**src/sv/spn16_block_cipher_defines.svh**
```systemverilog
// ----------------------------------------------------------------------------
// spn16_block_cipher_defines.svh
// Assertion macros shared by the cipher RTL.
// ----------------------------------------------------------------------------
`ifndef SPN16_BLOCK_CIPHER_DEFINES_SVH
`define SPN16_BLOCK_CIPHER_DEFINES_SVH

`ifndef ASSERT_OFF
// Clocked assertion that is switched off while reset is asserted.
`define SPN16_ASSERT(lbl, clk, rst_n, prop, msg) \
  lbl: assert property (@(posedge clk) disable iff (!rst_n) prop) else $error(msg);
// Clocked assertion that is also checked during reset.
`define SPN16_ASSERT_ALWAYS(lbl, clk, prop, msg) \
  lbl: assert property (@(posedge clk) prop) else $error(msg);
`else
`define SPN16_ASSERT(lbl, clk, rst_n, prop, msg)
`define SPN16_ASSERT_ALWAYS(lbl, clk, prop, msg)
`endif

`endif

```
**src/sv/spn16_pkg.sv**
```systemverilog
// ----------------------------------------------------------------------------
// spn16_pkg
// Types, tables and helper functions of the 16-bit SPN cipher.
// ----------------------------------------------------------------------------
package spn16_pkg;

  localparam int unsigned ROUNDS_DEF = 5;
  localparam int unsigned BLK_W      = 16;

  typedef logic [BLK_W-1:0] blk_t;

  typedef enum logic {
    OP_ENC = 1'b0,
    OP_DEC = 1'b1
  } op_e;

  typedef enum logic [1:0] {
    ST_KEYGEN,
    ST_IDLE,
    ST_RUN
  } state_e;

  // Control of one pass through the shared round unit.
  typedef struct packed {
    logic dec;
    logic perm;
    logic sub;
  } rnd_ctrl_t;

  localparam logic [3:0] SBOX_FWD [16] = '{
    4'd6, 4'd4, 4'd12, 4'd5, 4'd0, 4'd7, 4'd2, 4'd14,
    4'd1, 4'd15, 4'd3, 4'd13, 4'd8, 4'd10, 4'd9, 4'd11
  };

  localparam logic [3:0] SBOX_INV [16] = '{
    4'd4, 4'd8, 4'd6, 4'd10, 4'd1, 4'd3, 4'd0, 4'd5,
    4'd12, 4'd14, 4'd13, 4'd15, 4'd2, 4'd11, 4'd7, 4'd9
  };

  // Output bit i takes input bit BIT_SRC[i]; a 4x4 transpose.
  localparam logic [3:0] BIT_SRC [16] = '{
    4'd0, 4'd4, 4'd8, 4'd12, 4'd1, 4'd5, 4'd9, 4'd13,
    4'd2, 4'd6, 4'd10, 4'd14, 4'd3, 4'd7, 4'd11, 4'd15
  };

  function automatic blk_t sub_nibbles(input blk_t x, input logic inv);
    blk_t r;
    r = '0;
    for (int n = 0; n < 4; n++) begin
      if (inv) begin
        r[4*n +: 4] = SBOX_INV[x[4*n +: 4]];
      end else begin
        r[4*n +: 4] = SBOX_FWD[x[4*n +: 4]];
      end
    end
    return r;
  endfunction

  function automatic blk_t transpose16(input blk_t x);
    blk_t r;
    r = '0;
    for (int i = 0; i < 16; i++) begin
      r[i] = x[BIT_SRC[i]];
    end
    return r;
  endfunction

endpackage

```
**src/sv/spn16_round.sv**
```systemverilog
// ----------------------------------------------------------------------------
// spn16_round
// Shared round unit: key xor, then S-box and transpose in cipher order,
// or transpose and inverse S-box in decipher order.
// ----------------------------------------------------------------------------
module spn16_round import spn16_pkg::*; (
  input  blk_t      state_i,
  input  blk_t      key_i,
  input  rnd_ctrl_t ctrl_i,
  output blk_t      result_o
);

  blk_t mixed;
  blk_t mid;

  always_comb begin
    mixed = state_i ^ key_i;
    if (ctrl_i.dec) begin
      mid      = ctrl_i.perm ? transpose16(mixed) : mixed;
      result_o = ctrl_i.sub ? sub_nibbles(mid, 1'b1) : mid;
    end else begin
      mid      = ctrl_i.sub ? sub_nibbles(mixed, 1'b0) : mixed;
      result_o = ctrl_i.perm ? transpose16(mid) : mid;
    end
  end

endmodule

```
**config.mk**
```make
export PLATFORM = sky130hd
export DESIGN_NAME = spn16_round
export DESIGN_NICKNAME = d
export VERILOG_FILES = /design/src/sv/spn16_block_cipher_defines.svh /design/src/sv/spn16_pkg.sv /design/src/sv/spn16_round.sv
export SDC_FILE = /design/constraint.sdc
export NUM_CORES = 1
export LEC_CHECK = 0
export BUFFER_PORTS_ARGS = -buffer_cell sky130_fd_sc_hd__buf_2
export CAP_MARGIN = 5
export CORE_MARGIN = 1
export CORE_UTILIZATION = 60
export DETAILED_ROUTE_END_ITERATION = 6
export PLACE_DENSITY = 0.89
export SLEW_MARGIN = 20
export SYNTH_ARGS = -nofsm -noshare
export SYNTH_HDL_FRONTEND = slang
export SYNTH_SLANG_ARGS = --single-unit
```
**constraint.sdc**
```tcl
create_clock -name vclk -period 5.85
set_clock_uncertainty 0.1 [all_clocks]
set_input_delay 1.17 -clock vclk [all_inputs]
set_output_delay 1.17 -clock vclk [all_outputs]
set_load 0.02 [all_outputs]
```
### Word level (Yosys, flattened, before mapping)

Memories as Yosys holds them, arrays and structs flattened.
Cells that the tools add are included.

| storage, ports and cells | value |
|---|---|
| register bits | 0 |
| ROM bits | 512 |
| input port bits | 35 |
| output and inout port bits | 16 |
| logic and storage cells | 46 |
| memories | 8 |

Memory list:

| name | depth | bits a word | read ports | clocked after memory_dff | write ports | line | RTL |
|---|---|---|---|---|---|---|---|
| (name not given) | 16 | 4 | 1 | 0 | 0 | spn16_pkg.sv:53 | `r[4*n +: 4] = SBOX_FWD[x[4*n +: 4]];` |
| (name not given) | 16 | 4 | 1 | 0 | 0 | spn16_pkg.sv:51 | `r[4*n +: 4] = SBOX_INV[x[4*n +: 4]];` |
| (name not given) | 16 | 4 | 1 | 0 | 0 | spn16_pkg.sv:53 |  |
| (name not given) | 16 | 4 | 1 | 0 | 0 | spn16_pkg.sv:51 |  |
| (name not given) | 16 | 4 | 1 | 0 | 0 | spn16_pkg.sv:51 |  |
| (name not given) | 16 | 4 | 1 | 0 | 0 | spn16_pkg.sv:53 |  |
| 2 more memories | -- | -- | -- | -- | -- | -- |  |

| cells by class | value |
|---|---|
| $lt $le $gt $ge | 8 |
| multiplexer cells | 21 |
| bitwise logic cells | 9 |

Operator list:

| kind | count |
|---|---|
| $mux 4 | 16 |
| $mux 16 | 3 |
| $ge 5x5->1 const B | 8 |
| $not 4->5 | 8 |
| $mux 15 | 2 |
| $xor 16x16->16 | 1 |

### Longest topological paths before layout

| depth | value |
|---|---|
| depth in word-level cells | 8 |
| depth in mapped cells | 8 |
| mapped depth without buffers | 8 |

### Worst setup path before layout

No wires, ideal clock.

| path | value |
|---|---|
| path type | input port to output port |
| from | in key_i[0] |
| to | out result_o[1] |
| data arrival time | 3083 ps |
| data required time | 4580 ps |
| slack | 1497 ps |
| stages on the path | 8 |
| buffers on the path | 1 |
| cells stage by stage | xnor2_1 -> clkbuf_1 -> ha_1 -> nor3_1 -> a2bb2oi_1 -> a21oi_1 -> a22oi_1 -> a21boi_1 |

| on the way | value |
|---|---|
| word-level cells in the longest chain between the ends | 8 |
| elaborated cells between the ends (all ways) | 14 |
| classes of those cells | mux (9); bitwise (3); memory (2) |

Ends and longest elaborated chain:

| what | line | RTL |
|---|---|---|
| start, declared | spn16_round.sv:8 | `input blk_t key_i,` |
| $xor 16x16->16 (*) | spn16_round.sv:17 | `mixed = state_i ^ key_i;` |
| $not 4->5 (not written as such) or $mux 15 (tied branches) | spn16_pkg.sv:53, spn16_round.sv:19 |  |
| $mem_v2 16x4 or $not 4->5 (tied branches) | -- |  |
| $mux 4 (not written as such) or $mem_v2 16x4 (tied branches) | -- |  |
| $mux 4, on equally long branches | spn16_pkg.sv:53, spn16_pkg.sv:51 |  |
| $mux 16 or $mux 4 (tied branches) | spn16_round.sv:22, spn16_pkg.sv:51 |  |
| $mux 15 or $mux 16 (tied branches) | spn16_round.sv:23, spn16_round.sv:20 |  |
| $mux 16 (*) | spn16_round.sv:18 | `if (ctrl_i.dec) begin` |
| end, declared | spn16_round.sv:10 | `output blk_t result_o` |

Every way passes the cells marked *; elsewhere a longest branch is shown, timed or not. The select of a mux whose other input is x is not followed.

### Worst setup path after layout

| path | value |
|---|---|
| from | in key_i[4] |
| to | out result_o[1] |

Same word-level chain as after synthesis.

==> flow_summary.json <==
{
  "area_growth_pct": 14.1,
  "power_mw": 0.270,
  "nClkBuffers": 0,
  "synth_compound_area_frac": 0.401,
  "path_cells": "buf_2 > xnor2_1 > inv_1 > ha_1 > mux2_2 > o221ai_1 > a21boi_0 > a22oi_1 > a21boi_1 > buf_2",
  "core-area_um2": 2540,
  "required_ns": 4.58,
  "fin_nets": 324,
  "slew_headroom": 0.462,
  "yosysMostFrequentCell": "a21oi_1",
  "cts_resized": 0,
  "cap_violations": 0,
  "drt_iter0_drc": 78,
  "synthTopCellsByArea": "a21oi_1, o21ai_0, xnor2_1",
  "fin_tns_setup_ns": 0,
  "wl_per_cell_um": 14.6,
  "period_needed_ns": 4.53,
  "gp_congestion": 0.960,
  "ios": 51,
  "rows": 18,
  "grt-ovfl-total": 0,
  "seq_area_frac_synth": 0,
  "fin_util": 0.748,
  "dieArea_um2": 2990,
  "arrival_ns": 3.26,
  "setup_ws_ns": 1.32,
  "worst_setup_path_start_kind": "input port",
  "fin_crit_sh": 0.774,
  "drive_gt1_frac": 0.240,
  "antenna_found_initial": 0,
  "grt_max_degree": 37,
  "place_ws_ns": 1.33,
  "holdCritPathClass": "input port to output pin",
  "synth.top_cells.by_count": "a21oi_1, o21ai_0, nor2_1",
  "route.detailed.drc": 0,
  "finalMaxSlewViolations": 0,
  "hold_violations": 0,
  "fill_cells": 227,
  "die-height_um": 54.7,
  "outcome": "completed",
  "post-dp-hpwl_um": 3370,
  "wl_um": 4510,
  "report.final.setup_viol": 0,
  "grt_pass1_wl_um": 6930,
  "ff_latch_area_um2": 0,
  "portBuffers": 51,
  "postCtsSetupBuffers": 0,
  "drtPass1Iterations": 4,
  "fmax_mhz": 221,
  "peakVddDrop_mv": 0.0882,
  "yosys.area_share.xor_xnor": 0.166,
  "crit_type": "input port to output pin",
  "synth_top_area_frac": 0.0780,
  "syn_area_um2": 1670,
  "dr_total_vias": 2031,
  "cpPeakStageDelay_ns": 0.42,
  "grt_usage": 0.303,
  "design.seq.count": 0,
  "die_w_um": 54.7,
  "viasPerCell": 6.57,
  "synth_mux_area_frac": 0.155,
  "synth_simple_gate_area_share": 0.149,
  "hold-worst-slack_ns": 2.77,
  "syn_nets": 283,
  "syn_area_per_cell_um2": 6.95,
  "postCtsHoldBufs": 0,
  "dp.cells": 309,
  "final_cell_area_um2": 1900,
  "endpoint_kind": "output pin",
  "start_util": 0.655,
  "synth_largest_area_cell": "a21oi_1",
  "finalNonFillerCells": 309,
  "antenna_left": 0,
  "synthCells": 240,
  "path_max_fanout": 7,
  "p_leak_nw": 0.796,
  "ys_types": 44,
  "cp_slowest_cell": "xnor2_1",
  "synth_fa_ha_area_frac": 0.0660,
  "synth_top_family_by_area": "compound AO/OA/AOI/OAI gates",
  "diodes": 0,
  "grt_pass1_vias": 1646,
  "yosys_warnings": 0,
  "tightest_slew_ns": 0.801,
  "dpl_cell_area_um2": 1900,
  "cp_common_cell": "buf_2",
  "powerDensity_nw_per_um2": 142,
  "rsz0062_at_grt": "no"
}
-- cells in the final DEF (no fill, tap or decap), drive strengths merged --
master / count
a311oi: 1
inv: 11
o21a: 2
nand2: 16
a32o: 1
o2bb2ai: 1
a211oi: 4
buf: 52
o221ai: 7
o22a: 1
a221oi: 4
maj3: 1
a2bb2oi: 1
or3: 1
o31ai: 2
ha: 8
a22oi: 5
o211ai: 4
nand3: 12
mux2: 2
mux2i: 16
nor2: 22
o22ai: 6
xor2: 9
a21boi: 5
a22o: 2
xnor2: 17
a32oi: 2
o21ai: 23
mux4: 1
a31oi: 6
a21oi: 26
nor3: 8
-- layer usage --
metal  track usage  share of wire
met1         0.408           0.42
met2         0.550           0.48
met3       0.00556          0.092
met4        0.0256         0.0078
met5             0              0
-- worst paths after layout --
path / end / slack, ns / cells after the start / startpoint
setup / recovery: result_o[1] / 1.32 / 10 / key_i[4]
hold / removal: result_o[5] / 2.77 / 4 / state_i[5]
-- worst max-delay path, delay by kind of cell --
family	cells	cell delay, ns
AOI/OAI and AO/OA	4	0.66
buffers and inverters	3	0.51
xor gates and xnor gates	1	0.42
muxes	1	0.25
adders and majority gates	1	0.23
-- kinds of logic after synthesis --
| family | count (synthesis) |
|---|---|
| adders and majority gates | 9 |
| buffers and inverters | 24 |
| AOI/OAI and AO/OA | 103 |
| and+or+nand+nor | 59 |
| muxes | 19 |
| xor gates and xnor gates | 26 |
-- power by group --
part	internal, mW	switching (mW)	total [mW]	leakage (nW)
combinational	0.104	0.166	0.270	0.796
clock	0	0	0	0
sequential	0	0	0	0
-- cell type report --
class / instances / area (um^2) / area share
inverter: 11 / 41.3 / 0.0217
multi-input combinational: 216 / 1560 / 0.821
tap: 30 / 37.5 / 0.0197
timing repair buffer: 52 / 263 / 0.138
Note: power is estimated with default switching activity, not from simulation.
